## config.mk

```make
export PLATFORM = sky130hd
export DESIGN_NAME = mfb_log
export DESIGN_NICKNAME = d
export VERILOG_FILES = /design/src/hw/rtl/mfb_pkg.sv /design/src/hw/rtl/mfb_log.sv
export SDC_FILE = /design/constraint.sdc
export NUM_CORES = 2
export LEC_CHECK = 0
export BUFFER_PORTS_ARGS = -buffer_cell sky130_fd_sc_hd__buf_2
export CAP_MARGIN = 20
export CORE_MARGIN = 3
export CORE_UTILIZATION = 45
export CTS_CLUSTER_DIAMETER = 120
export DETAILED_ROUTE_END_ITERATION = 16
export GPL_TIMING_DRIVEN = 0
export SLEW_MARGIN = 20
export SYNTH_ARGS = -nofsm -noshare
export SYNTH_HDL_FRONTEND = slang
export SYNTH_SLANG_ARGS = --single-unit
```

## constraint.sdc

```tcl
create_clock -name clock -period 12.1 [get_ports clock]
set_clock_uncertainty 0.05 [all_clocks]
set_input_delay 1.21 -clock clock [delete_from_list [all_inputs] [get_ports clock]]
set_output_delay 1.21 -clock clock [all_outputs]
set_load 0.01 [all_outputs]
```

## src/hw/rtl/mfb_pkg.sv

```systemverilog
`timescale 1ns / 1ps
// ----------------------------------------------------------------------------
// mfb_pkg: shared types and constants
// Field widths, fixed-point constants, cell control word and the CORDIC
// cosine used to build the DCT coefficient table at elaboration.
// ----------------------------------------------------------------------------
package mfb_pkg;

   localparam int SUM_W    = 48;   // band sum, Q16.16 with headroom
   localparam int LOG_W    = 24;   // log10, Q7.16
   localparam int COS_W    = 18;   // cosine, Q1.16
   localparam int EDGE_W   = 8;
   localparam int POWER_W  = 32;
   localparam int NUM_W    = 40;   // power times weight
   localparam int DIV_STEPS = 40;
   localparam int COEF_W   = 32;
   localparam int IDX_W    = 4;

   // request word kinds, carried on tuser
   localparam logic CMD_EDGE = 1'b0;   // edge table write
   localparam logic CMD_BIN  = 1'b1;   // spectrum bin

   localparam logic signed [LOG_W-1:0] LOG_MIN = 24'sh800000;
   localparam logic [29:0] LOG10_2_Q30 = 30'd323228497;
   localparam longint HALF_PI_Q30 = 64'sd1686629713;
   localparam longint CORDIC_GAIN_Q30 = 64'sd652032875;
   localparam int CORDIC_STEPS = 24;

   localparam longint ATAN_Q30 [16] = '{
      64'sd843314857, 64'sd497837829, 64'sd263043837, 64'sd133525159,
      64'sd67021687, 64'sd33543516, 64'sd16775851, 64'sd8388437,
      64'sd4194283, 64'sd2097149, 64'sd1048576, 64'sd524288,
      64'sd262144, 64'sd131072, 64'sd65536, 64'sd32768
   };

   // control word broadcast to every filter cell
   typedef struct packed {
      logic start;   // load product and divisor
      logic div;     // one restoring divider step
      logic commit;  // add quotient into the band sum
      logic shift;   // take neighbor's value
      logic clear;   // zero the band sum
   } cell_ctrl_type;

   // CORDIC cosine of a quadrant plus residual angle, rounded to Q16
   function automatic logic signed [COS_W-1:0] cordic_cos(longint z_in, int quad);
      longint x, y, z, nx, ny, t, c;
      logic [1:0] q;
      x = CORDIC_GAIN_Q30;
      y = 0;
      z = z_in;
      q = quad[1:0];
      for (int i = 0; i < CORDIC_STEPS; i++) begin
         t = (i < 16) ? ATAN_Q30[i] : (64'sd1 <<< (30 - i));
         if (z >= 0) begin
            nx = x - (y >>> i);
            ny = y + (x >>> i);
            z = z - t;
         end else begin
            nx = x + (y >>> i);
            ny = y - (x >>> i);
            z = z + t;
         end
         x = nx;
         y = ny;
      end
      unique case (q)
         2'd0: c = x;
         2'd1: c = -y;
         2'd2: c = -x;
         default: c = y;
      endcase
      c = (c + 64'sd8192) >>> 14;
      return c[COS_W-1:0];
   endfunction

endpackage

```

## src/hw/rtl/mfb_log.sv

```systemverilog
`timescale 1ns / 1ps
// ----------------------------------------------------------------------------
// mfb_log: iterative log10
// Normalizes one bit a cycle, takes 16 fraction bits by repeated squaring,
// then scales by log10(2) with round to nearest.
// ----------------------------------------------------------------------------
module mfb_log (
   input  logic                              clock,
   input  logic                              reset,
   input  logic                              start,
   input  logic [mfb_pkg::SUM_W-1:0]         value,
   output logic                              done,
   output logic signed [mfb_pkg::LOG_W-1:0]  result
);
   import mfb_pkg::*;

   typedef enum logic [2:0] {L_IDLE, L_NORM, L_SQR, L_MUL, L_RND} lstate_type;

   lstate_type         state_ff;
   logic [SUM_W-1:0]   x_ff;
   logic [5:0]         k_ff;
   logic [30:0]        m_ff;
   logic [15:0]        frac_ff;
   logic [3:0]         cnt_ff;
   logic               neg_ff;
   logic [51:0]        prod_ff;
   logic signed [LOG_W-1:0] res_ff;
   logic               done_ff;

   logic [61:0]        sq;
   logic [31:0]        sqs;
   logic signed [6:0]  kd;
   logic signed [22:0] l2;
   logic [21:0]        mag;
   logic [LOG_W-1:0]   r;

   always_comb begin
      sq = 62'(m_ff * m_ff);
      sqs = sq[61:30];
      kd = $signed({1'b0, k_ff}) - 7'sd16;
      l2 = {kd, frac_ff};
      mag = l2[22] ? 22'(-l2) : 22'(l2);
      r = prod_ff[30 +: LOG_W];
   end

   // sequencer with registered result
   always_ff @(posedge clock) begin
      if (reset) begin
         state_ff <= L_IDLE;
         done_ff  <= 1'b0;
      end else begin
         done_ff <= 1'b0;
         unique case (state_ff)
            L_IDLE: begin
               if (start) begin
                  if (value == '0) begin
                     res_ff  <= LOG_MIN;
                     done_ff <= 1'b1;
                  end else begin
                     x_ff     <= value;
                     k_ff     <= 6'd47;
                     state_ff <= L_NORM;
                  end
               end
            end
            L_NORM: begin
               if (x_ff[SUM_W-1]) begin
                  m_ff     <= x_ff[SUM_W-1 -: 31];
                  frac_ff  <= '0;
                  cnt_ff   <= '0;
                  state_ff <= L_SQR;
               end else begin
                  x_ff <= {x_ff[SUM_W-2:0], 1'b0};
                  k_ff <= k_ff - 6'd1;
               end
            end
            L_SQR: begin
               if (sqs[31]) begin
                  m_ff    <= sqs[31:1];
                  frac_ff <= {frac_ff[14:0], 1'b1};
               end else begin
                  m_ff    <= sqs[30:0];
                  frac_ff <= {frac_ff[14:0], 1'b0};
               end
               cnt_ff <= cnt_ff + 4'd1;
               if (cnt_ff == 4'd15) begin
                  state_ff <= L_MUL;
               end
            end
            L_MUL: begin
               prod_ff  <= 52'(mag * LOG10_2_Q30) + (52'd1 << 29);
               neg_ff   <= l2[22];
               state_ff <= L_RND;
            end
            L_RND: begin
               res_ff   <= neg_ff ? $signed(-r) : $signed(r);
               done_ff  <= 1'b1;
               state_ff <= L_IDLE;
            end
            default: state_ff <= L_IDLE;
         endcase
      end
   end

   assign done = done_ff;
   assign result = res_ff;

endmodule

```

==> impl_metrics.tcl <==
set metrics [dict create \
    outcome "finished, final reports clean" \
    crit_type "register to register" \
    h-tree-depth 4 \
    maxSlewHeadroom 0.157 \
    crit_start "m_ff[5]" \
    dp_hpwl_microns 104000 \
    place_inst 5646 \
    via_per_inst 5.28 \
    regToRegStartpoint "m_ff[5]" \
    synth_top_family_by_area "adder cells" \
    post_drt_wl_per_cell_microns 21.4 \
    reg2reg_to "m_ff[18]" \
    grt_overflow 0 \
    required_ns 12.22 \
    slowest_stage "buf_1" \
    tns_ns 0 \
    worst_pin_slew_ns 1.26 \
    netlist_top_cells_area "fa_1 42%, ha_1 16%, edfxtp_1 11%, inv_1 10%, nand2_1 4.2%" \
    ys_seq_area_frac 0.109 \
    yosysWarnings 0 \
    grt_usage 0.258 \
    async_flop_share 0 \
    hold_depth 1 \
    yosys.area_share.adder 0.580 \
    grt_pass1_vias 32200 \
    fin_cells 5684 \
    clock_latency_ns 0.42 \
    fp.coreArea_sq_um 91900 \
    cp_common_cell "fa_1" \
    synth_edf_count 149 \
    period_share 0.864 \
    cts_setup_buffers 0 \
    yosysTopAreaCell "fa_1" \
    fin_crit_ns 10.45 \
    hp-class "register to register" \
    hold_buffers 0 \
    muxShareOfSynthArea 0.00296 \
    port_buffers 73 \
    setup_violations 0 \
    routed-wl-met2_microns 57400 \
    synth_compound_area_frac 0.0554 \
    setup.worst_path.end_class "register" \
    drive_above_1_share 0.0388 \
    cts_sinks 153 \
    grt_pass1_wl_microns 191000 \
    synth-seq-cells 153 \
    ant_nets 0 \
    hold_path_end "result[21]" \
    drc 0 \
    cts_root_buf "clkbuf_16" \
    synthSimpleGateAreaFrac 0.117 \
    synth.top_cell.area_share 0.424 \
    synth_area_sq_um 41800 \
    synth_nets 5782 \
    chipWidth_microns 311 \
    top_layer_used "met5" \
    path_max_fanout 10 \
    gp_congestion 0.983 \
    path_delay_family "adder cells" \
    path_buf_inv 5 \
    first_pass_iters 5 \
    initial_core_util 0.455 \
    ctsResizeCount 0 \
    wirelength_microns 122000 \
    critical_path.startpoint_type "register" \
    vias 30000 \
    synthXorXnorAreaFrac 0.0173 \
    io-pin-count 76 \
    ys.flop_type "edfxtp_1" \
    cts_buffers 17 \
    reg2reg_slack_ns 1.65 \
    rsz0062_at_grt "false" \
    synth.avg_cell_area_sq_um 9.68 \
    cap_violations 0 \
    synth_common_cells "1,161 x inv_1, 886 x fa_1, 522 x ha_1, 468 x nand2_1, 181 x and2_1" \
    yosysMostFrequentCell "inv_1" \
    dr_wl_met3_microns 8300 \
    tritoncts "yes" \
    clockBufferDepth 2 \
    ys_types 81 \
    drtIter0Drc 2280 \
    synth_cells 4323 \
    worstPathArrival_ns 10.57 \
    area_growth_pct 6.50 \
    dieArea_sq_um 96700 \
    rr_worst_depth 25 \
    final-hold-violation-count 0 \
    slew_violations 0 \
    max_clock_freq_ghz 0.0956 \
    rows 111 \
    slowest_delay_ns 0.80 \
    drt-met1-wl_microns 49300 \
    die_height_microns 311 \
    grt_max_degree 24 \
    clk_pin_slew_ns 0.08 \
    hp-start "prod_ff[51]" \
    final_nets 5882 \
    antenna_found_initial 6 \
]
state kept, by name (all words and copies together) (netlist names):
name,count
prod_ff,22
done,1
k_ff,6
frac_ff,16
result,22
state_ff,3
cnt_ff,4
x_ff,48
m_ff,31
metal layers:
| metal | vias to the layer above | track usage |
|---|---|---|
| met3 | 293 | 0.0334 |
| met1 | 15300 | 0.342 |
| li1 | 13400 | - |
| met2 | 1101 | 0.428 |
| met4 | 2 | 0.113 |
| met5 | - | 0 |
layout make-up:
| type | count | area (sq um) |
|---|---|---|
| plain buffers | 146 | 586 |
| multi-input cells | 2859 | 32400 |
| inverters | 1165 | 4370 |
| repair buffers | 81 | 524 |
| fillers | 8832 | 47400 |
| well taps | 1243 | 1560 |
| diodes | 5 | 12.5 |
| clock inverters | 13 | 114 |
| clock buffers | 19 | 433 |
| flip-flops and latches | 153 | 4550 |
cell families after synthesis:
logic type	Yosys count
fa+ha+maj	1408
buf+inv	1311
simple gates	1006
compound gates	349
flops	153
xor+xnor	82
mux	12
other cells	2
placed cells by master, fill, tap and decap left out, types with 6 or more instances in the layout:
cell type / count
nor2_1: 117
nor3_1: 19
inv_1: 1161
o21bai_1: 10
ha_1: 522
and2_1: 181
clkbuf_1: 130
edfxtp_1: 149
fa_1: 886
nand4_1: 28
nand3b_1: 47
o31ai_1: 9
nor4_1: 18
buf_2: 80
a21o_1: 48
and4_1: 6
or3_1: 15
a21oi_1: 99
xor2_1: 21
or2_2: 11
a221o_1: 9
and3_1: 29
a211oi_1: 8
nand3_1: 27
nor2b_1: 11
o211ai_1: 20
nand2_1: 468
nand2b_1: 12
mux2i_1: 9
xnor2_2: 6
o21a_1: 8
xnor2_1: 54
clkbuf_16: 17
o21ai_0: 61
a31oi_1: 9
how the worst max path moves through the flow:
stage	cells past startpoint	slack [ns]	to
2_1_floorplan	28	3.92	prod_ff[50]
3_3_place_gp	26	1.84	m_ff[18]
3_5_place_dp	28	1.88	m_ff[25]
4_1_cts	28	1.87	m_ff[25]
5_1_grt	27	1.34	m_ff[18]
6_report	25	1.65	m_ff[18]
stage by stage:
step	setup WS, ns	area (sq um)	util	hold slack [ns]
floorplan	3.92	41800	-	0.443
CTS	1.87	44500	0.484	0.464
detailed placement	1.88	43900	0.478	0.454
finish	1.65	44600	0.485	0.462
global route	1.34	44500	0.484	0.485
global placement	1.84	43800	0.476	0.459
Power is left out: the tool's default activity adds up to more than one toggle a clock period on the data nets, which glitch-free logic cannot reach.
