<file path="src/hw/rtl/mfb_pkg.sv">
`timescale 1ns / 1ps
// ----------------------------------------------------------------------------
// mfb_pkg: shared types and constants
// Field widths, fixed-point constants, cell control word and the CORDIC
// cosine used to build the DCT coefficient table at elaboration.
// ----------------------------------------------------------------------------
package mfb_pkg;

   localparam int SUM_W    = 48;   // band sum, Q16.16 with headroom
   localparam int LOG_W    = 24;   // log10, Q7.16
   localparam int COS_W    = 18;   // cosine, Q1.16
   localparam int EDGE_W   = 8;
   localparam int POWER_W  = 32;
   localparam int NUM_W    = 40;   // power times weight
   localparam int DIV_STEPS = 40;
   localparam int COEF_W   = 32;
   localparam int IDX_W    = 4;

   // request word kinds, carried on tuser
   localparam logic CMD_EDGE = 1'b0;   // edge table write
   localparam logic CMD_BIN  = 1'b1;   // spectrum bin

   localparam logic signed [LOG_W-1:0] LOG_MIN = 24'sh800000;
   localparam logic [29:0] LOG10_2_Q30 = 30'd323228497;
   localparam longint HALF_PI_Q30 = 64'sd1686629713;
   localparam longint CORDIC_GAIN_Q30 = 64'sd652032875;
   localparam int CORDIC_STEPS = 24;

   localparam longint ATAN_Q30 [16] = '{
      64'sd843314857, 64'sd497837829, 64'sd263043837, 64'sd133525159,
      64'sd67021687, 64'sd33543516, 64'sd16775851, 64'sd8388437,
      64'sd4194283, 64'sd2097149, 64'sd1048576, 64'sd524288,
      64'sd262144, 64'sd131072, 64'sd65536, 64'sd32768
   };

   // control word broadcast to every filter cell
   typedef struct packed {
      logic start;   // load product and divisor
      logic div;     // one restoring divider step
      logic commit;  // add quotient into the band sum
      logic shift;   // take neighbor's value
      logic clear;   // zero the band sum
   } cell_ctrl_type;

   // CORDIC cosine of a quadrant plus residual angle, rounded to Q16
   function automatic logic signed [COS_W-1:0] cordic_cos(longint z_in, int quad);
      longint x, y, z, nx, ny, t, c;
      logic [1:0] q;
      x = CORDIC_GAIN_Q30;
      y = 0;
      z = z_in;
      q = quad[1:0];
      for (int i = 0; i < CORDIC_STEPS; i++) begin
         t = (i < 16) ? ATAN_Q30[i] : (64'sd1 <<< (30 - i));
         if (z >= 0) begin
            nx = x - (y >>> i);
            ny = y + (x >>> i);
            z = z - t;
         end else begin
            nx = x + (y >>> i);
            ny = y - (x >>> i);
            z = z + t;
         end
         x = nx;
         y = ny;
      end
      unique case (q)
         2'd0: c = x;
         2'd1: c = -y;
         2'd2: c = -x;
         default: c = y;
      endcase
      c = (c + 64'sd8192) >>> 14;
      return c[COS_W-1:0];
   endfunction

endpackage

</file>
<file path="src/hw/rtl/mfb_cell.sv">
`timescale 1ns / 1ps
// ----------------------------------------------------------------------------
// mfb_cell: one triangular filter
// Weighs the current bin by its rising or falling slope with a bit-serial
// divider, accumulates with saturation, and shifts along the chain.
// ----------------------------------------------------------------------------
module mfb_cell #(
   parameter int JW = 9
) (
   input  logic                          clock,
   input  logic                          reset,
   input  mfb_pkg::cell_ctrl_type        ctrl,
   input  logic [JW-1:0]                 bin_idx,
   input  logic [mfb_pkg::POWER_W-1:0]   power,
   input  logic [mfb_pkg::EDGE_W-1:0]    e0,
   input  logic [mfb_pkg::EDGE_W-1:0]    e1,
   input  logic [mfb_pkg::EDGE_W-1:0]    e2,
   input  logic [mfb_pkg::SUM_W-1:0]     shift_in,
   output logic [mfb_pkg::SUM_W-1:0]     value
);
   import mfb_pkg::*;

   localparam int XW = (JW > EDGE_W) ? JW : EDGE_W;

   logic [SUM_W-1:0]  sum_ff, sum_in;
   logic [NUM_W-1:0]  num_ff, num_in;
   logic [EDGE_W-1:0] rem_ff, rem_in;
   logic [EDGE_W-1:0] den_ff, den_in;

   logic [XW-1:0] jx, x0, x1, x2;
   logic          rise, fall;
   logic [EDGE_W-1:0] weight, den;
   logic [EDGE_W:0]   trial;
   logic [EDGE_W:0]   diff;
   logic [SUM_W:0]    total;

   // slope selection
   always_comb begin
      jx = XW'(bin_idx);
      x0 = XW'(e0);
      x1 = XW'(e1);
      x2 = XW'(e2);
      rise = (x0 <= jx) && (jx < x1);
      fall = (x1 <= jx) && (jx < x2);
      weight = '0;
      den = 8'd1;
      if (rise) begin
         weight = EDGE_W'(jx - x0);
         den = e1 - e0;
      end else if (fall) begin
         weight = EDGE_W'(x2 - jx);
         den = e2 - e1;
      end
   end

   // divider step and saturating accumulate
   always_comb begin
      trial = {rem_ff, num_ff[NUM_W-1]};
      diff = trial - {1'b0, den_ff};
      total = {1'b0, sum_ff} + {{(SUM_W+1-NUM_W){1'b0}}, num_ff};
      num_in = num_ff;
      rem_in = rem_ff;
      den_in = den_ff;
      if (ctrl.start) begin
         num_in = NUM_W'(power * weight);
         rem_in = '0;
         den_in = den;
      end else if (ctrl.div) begin
         if (!diff[EDGE_W]) begin
            rem_in = diff[EDGE_W-1:0];
            num_in = {num_ff[NUM_W-2:0], 1'b1};
         end else begin
            rem_in = trial[EDGE_W-1:0];
            num_in = {num_ff[NUM_W-2:0], 1'b0};
         end
      end
      priority if (ctrl.clear) begin
         sum_in = '0;
      end else if (ctrl.shift) begin
         sum_in = shift_in;
      end else if (ctrl.commit) begin
         sum_in = total[SUM_W] ? {SUM_W{1'b1}} : total[SUM_W-1:0];
      end else begin
         sum_in = sum_ff;
      end
   end

   always_ff @(posedge clock) begin
      if (reset) begin
         sum_ff <= '0;
      end else begin
         sum_ff <= sum_in;
      end
      num_ff <= num_in;
      rem_ff <= rem_in;
      den_ff <= den_in;
   end

   assign value = sum_ff;

endmodule

</file>
<file path="config.mk">
export PLATFORM = sky130hd
export DESIGN_NAME = mfb_cell
export DESIGN_NICKNAME = d
export VERILOG_FILES = /design/src/hw/rtl/mfb_pkg.sv /design/src/hw/rtl/mfb_cell.sv
export SDC_FILE = /design/constraint.sdc
export NUM_CORES = 1
export LEC_CHECK = 0
export ABC_AREA = 1
export BUFFER_PORTS_ARGS = -buffer_cell sky130_fd_sc_hd__buf_2
export CAP_MARGIN = 20
export CORE_MARGIN = 2
export CORE_UTILIZATION = 40
export DETAILED_ROUTE_END_ITERATION = 6
export GPL_TIMING_DRIVEN = 0
export SYNTH_ARGS = -nofsm -noshare
export SYNTH_HDL_FRONTEND = slang
export SYNTH_SLANG_ARGS = --single-unit
</file>
<file path="constraint.sdc">
create_clock -name clock -period 8.25 [get_ports clock]
set_input_delay 1.65 -clock clock [delete_from_list [all_inputs] [get_ports clock]]
set_output_delay 1.65 -clock clock [all_outputs]
set_load 0.05 [all_outputs]
</file>
==> results of run 1 <==
-- stage by stage --
step | hold slack (ns) | power [W] | area, µm² | cells | setup slack [ns]
after global routing | 0.505 | 0.00552 | 20300 | 3488 | 0.00355
after CTS | 0.489 | 0.00495 | 20300 | 3485 | 0.00550
after floorplan | 0.447 | 0.00348 | 18400 | 2704 | 1.01
after detailed placement | 0.475 | 0.00450 | 20000 | 3469 | -0.515
after global placement | 0.470 | 0.00447 | 20000 | 3469 | -0.525
final | 0.483 | 0.00497 | 20300 | 3488 | 0.330
-- flip-flops by register name (all words and copies together), names as in the netlist --
name,count
den_ff,8
num_ff,40
rem_ff,8
value,48
-- logic make-up after synthesis --
family,share of synthesized area (%)
AOI/OAI and AO/OA,11.7
xor gates and xnor gates,3.04
adders and majority gates,31.1
buffers and inverters,12.9
DFF,13.9
and+or+nand+nor,27.3
-- worst max-delay path: cells and delay by family --
family / cells / cell delay, ns
buffers and inverters: 9 / 1.07
adders and majority gates: 6 / 2.83
AOI/OAI and AO/OA: 1 / 0.19
and+or+nand+nor: 14 / 2.26
-- worst max-delay path by stage --
stage	to	depth (start not counted)	slack [ns]
global placement	num_ff[34]	30	-0.52
floorplan	num_ff[34]	29	1.01
global route	num_ff[35]	33	0.004
finish	num_ff[39]	30	0.33
CTS	num_ff[34]	30	0.006
detailed placement	num_ff[34]	30	-0.52
-- final cells by class --
class / count / area share, %
inverters: 541 / 10.1
multi-input cells: 2006 / 66.5
repair buffers: 166 / 4.10
plain buffers: 53 / 1.69
flip-flops and latches: 104 / 12.6
clock inverters: 6 / 0.234
clock buffers: 10 / 1.13
well taps: 600 / 3.69
diodes: 2 / 0.0246
-- power by group --
group / switching (W) / internal [W]
Combinational: 0.00242 / 0.00129
Clock: 0.000215 / 0.000209
Sequential: 0.000113 / 0.000720
Total: 0.00275 / 0.00222
-- routing by layer --
layer | global-route usage [%] | wire (µm)
met5 | 0 | 0
met2 | 44.7 | 28700
met4 | 11.0 | 2460
met1 | 34.2 | 27500
met3 | 1.88 | 2810
-- what timing repair did --
action                     in CTS  in global routing
pin swaps                       0                  2
setup buffers                   0                  1
resized for setup               1                 18
setup endpoints to repair       4                 27
hold endpoints to repair        0                  0
-- cell usage in the layout, fill, tap and decap left out, types with 56 or more instances in the layout --
cell type	Yosys	final
inv_1	531	529
fa_1	186	186
nand2_1	667	667
a21oi_1	145	144
nand3_1	110	110
o21ai_0	85	79
nor2_1	378	377
buf_2	6	171
ha_1	160	160
dfxtp_1	56	56
==> out/metrics.cfg, run 1 <==
[detailed_routing]
viasPerCell=5.09
routed-via-count=17800
drtIter0Drc=1173
drc=7
drtAntennaViolNets=0
routed_wl_um=61400
dr.pass1.iters=7
wl_per_cell_um=17.6

[cts]
clock_latency_ns=0.38
cts_buffer_depth=2
htree_levels=3
cts_root_buffer=clkbuf_16
clock-sinks=104
worst_setup_hold_path_clk_slew_ns=0.07
numCtsBuffers=9
cts_hold_buf=0
cts_tree=built

[timing]
min_period_over_period_pct=96.0
min_period_ns=7.92
tns_ns=0
worstMarginPinSlew_ns=1.00
fin_skew_ns=0.0111
max_freq_mhz=126
max_slew_margin_pct=33.0
drv_slew=0
rsz0062_at_grt=no
finalHoldViolations=0
setup_viol=0

[logic_synthesis]
syn_area_per_cell_um2=6.81
yosys.area.top_type_share_pct=20.2
yosysUniqueCellTypes=56
synth_flop_cell=dfxtp_1
synthCells=2704
synth_most_common_cell=nand2_1
ys_seq_elements=104
synth_edf_count=48
synthTopCellsByArea=fa_1 20%, nand2_1 14%, ha_1 11%
synth_common_cells=667 x nand2_1, 531 x inv_1, 378 x nor2_1
yosys_warnings=0
synthArstFlopShare_pct=0
synth_area_mm2=0.0184
ys_seq_area_share_pct=13.9
synth_top_cell_by_area=fa_1
synth_nets=3170

[critical_path]
path_max_fanout=10
timing.critical_path.slowest_stage_cell=fa_1
slowest_delay_ns=0.57
worstReg2RegEnd=value[23]
cp-start-kind=primary input
rr_worst_depth=16
regToRegSetupSlack_ns=4.58
worstSetupPathType=primary input to flop
r2r-start=num_ff[0]
endpoint_kind=flop
arrival_ns=8.06
crit_required_ns=8.39
critPathLaunch=bin_idx[3]

[layout]
multi_input_area_mm2=0.0135
num-fill-cells=4898
area_delta_synth_final_pct=10.5
drive_above_1_share_pct=9.15
final_util_pct=44.8
seq_area_mm2=0.00256
nNetsFinal=3347

[place]
portBuffers=165
dp_hpwl_um=52700
gp_congestion=0.946

[grt]
grt-ovfl-total=0
grt_pass1_vias=17800
grt_pass1_wl_um=96600
grt_max_degree=45
antenna_found_initial=2
grt_usage_pct=26.2

[power_and_ir_drop]
irDropWorstVdd_mv=0.119
p_leak_nw=10.7
power_density_mw_per_mm2=245

[floorplan]
coreArea_mm2=0.0454
io_pins=168
die_area_mm2=0.0478
rows=78
start_util_pct=40.6
die_x_um=219
fp.dieH_um=219

[flow_run]
drv_cap=0

[hold_path]
hold_path_end=rem_ff[1]
min_path_cells=2
hp-start=rem_ff[1]
min_path_type=flop to flop

[status]
violations=design-rule violations
run_status=complete, but fails checks

(Power assumes the default switching activity.)
==> run 2, diff against run 1 <==
--- a/config.mk
+++ b/config.mk
@@ -12,6 +12,8 @@
 export CORE_UTILIZATION = 40
 export DETAILED_ROUTE_END_ITERATION = 6
 export GPL_TIMING_DRIVEN = 0
+export RECOVER_POWER = 25
+export SKIP_LAST_GASP = 1
 export SYNTH_ARGS = -nofsm -noshare
 export SYNTH_HDL_FRONTEND = slang
 export SYNTH_SLANG_ARGS = --single-unit
==> run 2 against run 1 <==
- the run now ends clean
- fmax is 0.11% lower
- critical path depth stayed put
- final cell count stayed put
- clock power hardly changed
- sequential power hardly changed
- core utilization is 0.11 points lower
- via count hardly changed
- clock skew hardly changed
- largest cell class unchanged
- largest power group unchanged
- highest routed layer unchanged
==> out/metrics.cfg, run 2 (same netlist as run 1, synthesis figures left out) <==
[detailed_routing]
routed_wl_um=61500  ; +0.16%
drc=0  ; -7
drtIter0Drc=1167  ; -0.51%
routed-via-count=17700  ; -0.023%
wl_per_cell_um=17.6  ; +0.16%
viasPerCell=5.09  ; about the same
dr.pass1.iters=5  ; -2
drtAntennaViolNets=0  ; unchanged

[layout]
final_common_cell=nand2_1
final_cells=3488  ; unchanged
area_delta_synth_final_pct=10.2
nNetsFinal=3347  ; unchanged
mostFrequentLayoutCells=667 x nand2_1, 529 x inv_1, 377 x nor2_1
drive_above_1_share_pct=7.73  ; -1.4 points
largest_reg_flops=48  ; unchanged

[critical_path]
setup.worst_path.end=num_ff[39]
worstSetupPathType=primary input to flop
regToRegSetupSlack_ns=4.58  ; about the same
arrival_ns=8.07  ; about the same
critPathLaunch=bin_idx[3]
r2r-start=num_ff[0]
slowest_delay_ns=0.57  ; about the same
endpoint_kind=flop
cp-start-kind=primary input
worstReg2RegEnd=value[23]
path_max_fanout=10  ; unchanged
crit_required_ns=8.39  ; about the same
rr_worst_depth=16  ; unchanged
timing.critical_path.slowest_stage_cell=fa_1

[cts]
clock-sinks=104  ; unchanged
htree_levels=3  ; unchanged
cts_tree=built
cts_buffer_depth=2  ; unchanged
cts_hold_buf=0  ; unchanged
numCtsBuffers=9  ; unchanged
worst_setup_hold_path_clk_slew_ns=0.08  ; about the same
cts_root_buffer=clkbuf_16
clock_latency_ns=0.38  ; about the same

[floorplan]
io_pins=168  ; unchanged
fp.dieH_um=219  ; unchanged
coreArea_mm2=0.0454  ; unchanged
die_x_um=219  ; unchanged
start_util_pct=40.6  ; unchanged
die_area_mm2=0.0478  ; unchanged
rows=78  ; unchanged

[place]
portBuffers=165  ; unchanged
gp_congestion=0.946  ; unchanged
pre_cts_slack_ns=-0.515  ; unchanged
dp_hpwl_um=52700  ; unchanged
placed_cells=3469  ; unchanged

[timing]
finalHoldViolations=0  ; unchanged
max_freq_mhz=126  ; -0.11%
setup_viol=0  ; unchanged
max_slew_margin_pct=34.2  ; +1.2 points
postLayoutSetupSlackWorst_ns=0.321  ; -0.00906 ns
min_period_over_period_pct=96.1  ; +0.11 points
rsz0062_at_grt=no
min_period_ns=7.93  ; +0.00906 ns
drv_slew=0  ; unchanged
worstMarginPinSlew_ns=0.983  ; -0.0184 ns
fin_skew_ns=0.0107  ; -0.000358 ns

[power_and_ir_drop]
irDropWorstVdd_mv=0.119  ; -0.41%
p_leak_nw=10.5  ; -1.5%
power_density_mw_per_mm2=245  ; +0.21%
total_power_w=0.00497  ; about the same

[grt]
grt_max_degree=45  ; unchanged
grt-ovfl-total=0  ; unchanged
grt_usage_pct=26.2  ; unchanged
grt_pass1_wl_um=96600  ; unchanged
grt_pass1_vias=17800  ; unchanged
antenna_found_initial=2  ; unchanged

[status]
run_status=finished clean

[flow_run]
drv_cap=0  ; unchanged

[hold_path]
min_path_type=flop to flop

[run 2: changes by cell type in the layout (fill, tap and decap cells not counted)]
cell	before	now
clkbuf_1	27	68
buf_2	171	130
[run 2: final cells by class]
cell class,count,area [µm²]
Inverter,541,2050
Timing Repair Buffer,166,782
Fill cell,4912,25100
Multi-Input combinational cell,2006,13500
Antenna cell,2,5.00
Sequential cell,104,2560
Clock inverter,6,47.5
Clock buffer,10,229
Tap cell,600,751
Buffer,53,343
[run 2: worst max-delay path: cells and delay by family]
kind                       cells  cell delay [ns]
adders and majority gates      6             2.84
buffers and inverters          9             1.07
AOI/OAI and AO/OA              1             0.19
and+or+nand+nor               14             2.27
[run 2: how the worst min path moves through the flow]
stage               from  cells past startpoint   endpoint  slack [ns]
4_1_cts        rem_ff[1]                      2  rem_ff[1]        0.49
6_report       rem_ff[1]                      2  rem_ff[1]        0.48
3_5_place_dp   rem_ff[3]                      2  rem_ff[3]        0.47
3_3_place_gp   rem_ff[6]                      2  rem_ff[6]        0.47
2_1_floorplan  rem_ff[3]                      2  rem_ff[3]        0.45
5_1_grt        rem_ff[6]                      2  rem_ff[6]        0.51
[run 2: power by group]
part / switching [W] / internal, W / leakage (nW) / total (W)
Clock: 0.000214 / 0.000209 / 0.139 / 0.000423
Combinational: 0.00242 / 0.00129 / 9.45 / 0.00371
Sequential: 0.000113 / 0.000720 / 0.958 / 0.000833
[run 2: through the flow]
step                      hold slack [ns]  cell area (µm²)  util (%)  setup TNS, ns
final                               0.483            20300      44.7              0
after floorplan                     0.447            18400         -              0
after detailed placement            0.475            20000      44.1          -6.43
after CTS                           0.489            20300      44.7              0
after global placement              0.470            20000      44.1          -6.08
after global routing                0.505            20300      44.7              0
[run 2: what timing repair did]
item / CTS / global route
setup buffers: 0 / 1
setup endpoints to repair: 4 / 27
pin swaps: 0 / 2
gates resized for setup: 1 / 18
[run 2: per-layer routing]
| layer | GRT usage [%] | share of wire [%] | vias to the layer above |
|---|---|---|---|
| met4 | 11.0 | 4.0 | 0 |
| met5 | 0 | 0 | - |
| met1 | 34.2 | 45 | 8337 |
| li1 | - | - | 8838 |
| met2 | 44.7 | 47 | 487 |
| met3 | 1.88 | 4.4 | 84 |
==> run 3, diff against run 2 <==
--- a/config.mk
+++ b/config.mk
@@ -12,6 +12,7 @@
 export CORE_UTILIZATION = 40
 export DETAILED_ROUTE_END_ITERATION = 6
 export GPL_TIMING_DRIVEN = 0
+export PLACE_DENSITY = 0.54
 export RECOVER_POWER = 25
 export SKIP_LAST_GASP = 1
 export SYNTH_ARGS = -nofsm -noshare
==> run 3 against run 2 <==
- final cell count up 0.11%
- register-to-register slack better by 0.08 ns
- largest power group unchanged
- critical path depth down 4
- power up 0.98%
- first-iteration DRC count down 7.3%
- sequential power about the same
- core utilization up 0.17 points
- critical path type unchanged
- combinational power about the same
==> out/metrics.cfg, run 3 (same netlist as run 1, synthesis figures left out) <==
[status]
run_status=finished clean

[cts]
cts_tree=built
clock-sinks=104  ; unchanged
cts_root_buffer=clkbuf_16
clock_latency_ns=0.39  ; about the same
cts_buffer_depth=2  ; unchanged
htree_levels=3  ; unchanged
worst_setup_hold_path_clk_slew_ns=0.08  ; about the same
numCtsBuffers=9  ; unchanged

[detailed_routing]
viasPerCell=5.04  ; -0.90%
drtIter0Drc=1082  ; -7.3%
drtAntennaViolNets=0  ; unchanged
drc=0  ; unchanged
wl_per_cell_um=17.7  ; +0.22%
routed-via-count=17600  ; -0.78%
routed_wl_um=61700  ; +0.34%
dr.pass1.iters=5  ; unchanged

[place]
gp_congestion=0.958  ; +1.3%
placed_cells=3469  ; unchanged
portBuffers=165  ; unchanged
dp_hpwl_um=53300  ; +1.1%

[timing]
worstMarginPinSlew_ns=0.956  ; -0.0264 ns
fin_hold_ws_ns=0.485  ; +0.00277 ns
max_slew_margin_pct=36.0  ; +1.8 points
min_period_over_period_pct=95.3  ; -0.79 points
drv_slew=0  ; unchanged
setup_viol=0  ; unchanged
max_freq_mhz=127  ; +0.83%
min_period_ns=7.86  ; -0.0649 ns
rsz0062_at_grt=yes
finalHoldViolations=0  ; unchanged
fin_skew_ns=0.0169  ; +0.00613 ns
tns_ns=0  ; unchanged

[hold_path]
min_path_cells=2  ; unchanged
hold_path_end=rem_ff[6]
min_path_type=flop to flop
hp-start=rem_ff[6]

[layout]
area_delta_synth_final_pct=10.6
num-fill-cells=4912  ; unchanged
largest_reg_flops=48  ; unchanged
final_cells=3492  ; +0.11%
final_common_cell=nand2_1
multi_input_area_mm2=0.0135  ; about the same
nNetsFinal=3353  ; +0.18%
mostFrequentLayoutCells=667 x nand2_1, 529 x inv_1, 376 x nor2_1
num_antenna_cells=0  ; -2
drive_above_1_share_pct=8.06  ; +0.33 points
seq_area_mm2=0.00256  ; unchanged

[grt]
grt_pass1_vias=17500  ; -1.8%
grt_pass1_wl_um=96200  ; -0.34%
grt_max_degree=45  ; unchanged
grt-ovfl-total=0  ; unchanged
grt_usage_pct=26.3  ; +0.046 points
antenna_found_initial=0  ; -2

[critical_path]
rr_worst_depth=16  ; unchanged
r2r-start=num_ff[0]
regToRegSetupSlack_ns=4.66  ; +0.08 ns
cp-start-kind=primary input
crit_required_ns=8.36  ; -0.03 ns
worstSetupPathType=primary input to flop
worstReg2RegEnd=value[38]
endpoint_kind=flop
arrival_ns=7.97  ; -0.10 ns
path_max_fanout=10  ; unchanged

[power_and_ir_drop]
total_power_w=0.00502  ; +0.98%
power_density_mw_per_mm2=246  ; +0.59%
irDropWorstVdd_mv=0.113  ; -5.2%
p_leak_nw=10.6  ; +0.36%

[floorplan]
start_util_pct=40.6  ; unchanged
die_x_um=219  ; unchanged
rows=78  ; unchanged
die_area_mm2=0.0478  ; unchanged
fp.dieH_um=219  ; unchanged
coreArea_mm2=0.0454  ; unchanged
io_pins=168  ; unchanged

[flow_run]
drv_cap=0  ; unchanged

==> run 3: area by class of cell <==
class	instances	share of cell area [%]
repair buffers	172	4.07
multi-input cells	2006	66.4
flip-flops and latches	104	12.6
well taps	600	3.69
clock inverters	6	0.313
inverters	541	10.1
plain buffers	53	1.70
clock buffers	10	1.23
==> run 3: where the power goes <==
part           internal, W  leakage, nW  switching (W)  total (W)
clock network     0.000255        0.158       0.000218   0.000473
registers         0.000720        0.958       0.000115   0.000836
logic              0.00129         9.47        0.00242    0.00371
total              0.00227         10.6        0.00275    0.00502
==> run 3: routing by layer <==
| layer | global-route usage, % | share of wire [%] |
|---|---|---|
| met2 | 44.2 | 46 |
| met5 | 0 | 0 |
| met4 | 10.8 | 4.0 |
| met1 | 34.8 | 46 |
| met3 | 1.99 | 3.8 |
==> run 3: repair_timing <==
action                                  in CTS  in global routing
pin swaps                                    0                  4
gates resized for setup                      1                 17
setup buffers                                1                  6
endpoints found under the setup margin       4                 26
hold buffers                                 0                  0
==> run 3: worst max-delay path by stage <==
stage / to / slack (ns) / start
after floorplan: num_ff[34] / 1.01 / bin_idx[2]
after global placement: num_ff[34] / -0.56 / bin_idx[4]
after detailed placement: num_ff[34] / -0.51 / bin_idx[4]
after CTS: num_ff[25] / 0.006 / bin_idx[3]
after global routing: num_ff[35] / -0.04 / bin_idx[4]
final: num_ff[25] / 0.39 / bin_idx[1]
==> run 3: worst max-delay path: stages <==
cell and delay [ns]:
buf_2 0.16, inv_1 0.15, ha_1 0.37, nand4_1 0.12, or3_1 0.38, o21ai_4 0.19
nand3_4 0.16, clkinv_2 0.11, buf_12 0.14, nand2_1 0.09, nand2_4 0.17, buf_6 0.23
nor2_1 0.08, fa_1 0.51, fa_1 0.52, fa_1 0.54, inv_1 0.05, fa_1 0.54
inv_1 0.05, ha_1 0.35, a21oi_1 0.23, a21boi_0 0.39, o21ai_1 0.23, a21oi_1 0.21
xor2_1 0.23, o21ai_0 0.10
==> run 3: per-stage QoR <==
| stage | setup slack, ns | utilization, % | cell area (µm²) |
|---|---|---|---|
| detailed placement | -0.509 | 44.1 | 20000 |
| global route | -0.0387 | 44.9 | 20400 |
| finish | 0.386 | 44.9 | 20400 |
| CTS | 0.00618 | 44.8 | 20300 |
| global placement | -0.564 | 44.1 | 20000 |
| floorplan | 1.01 | - | 18400 |
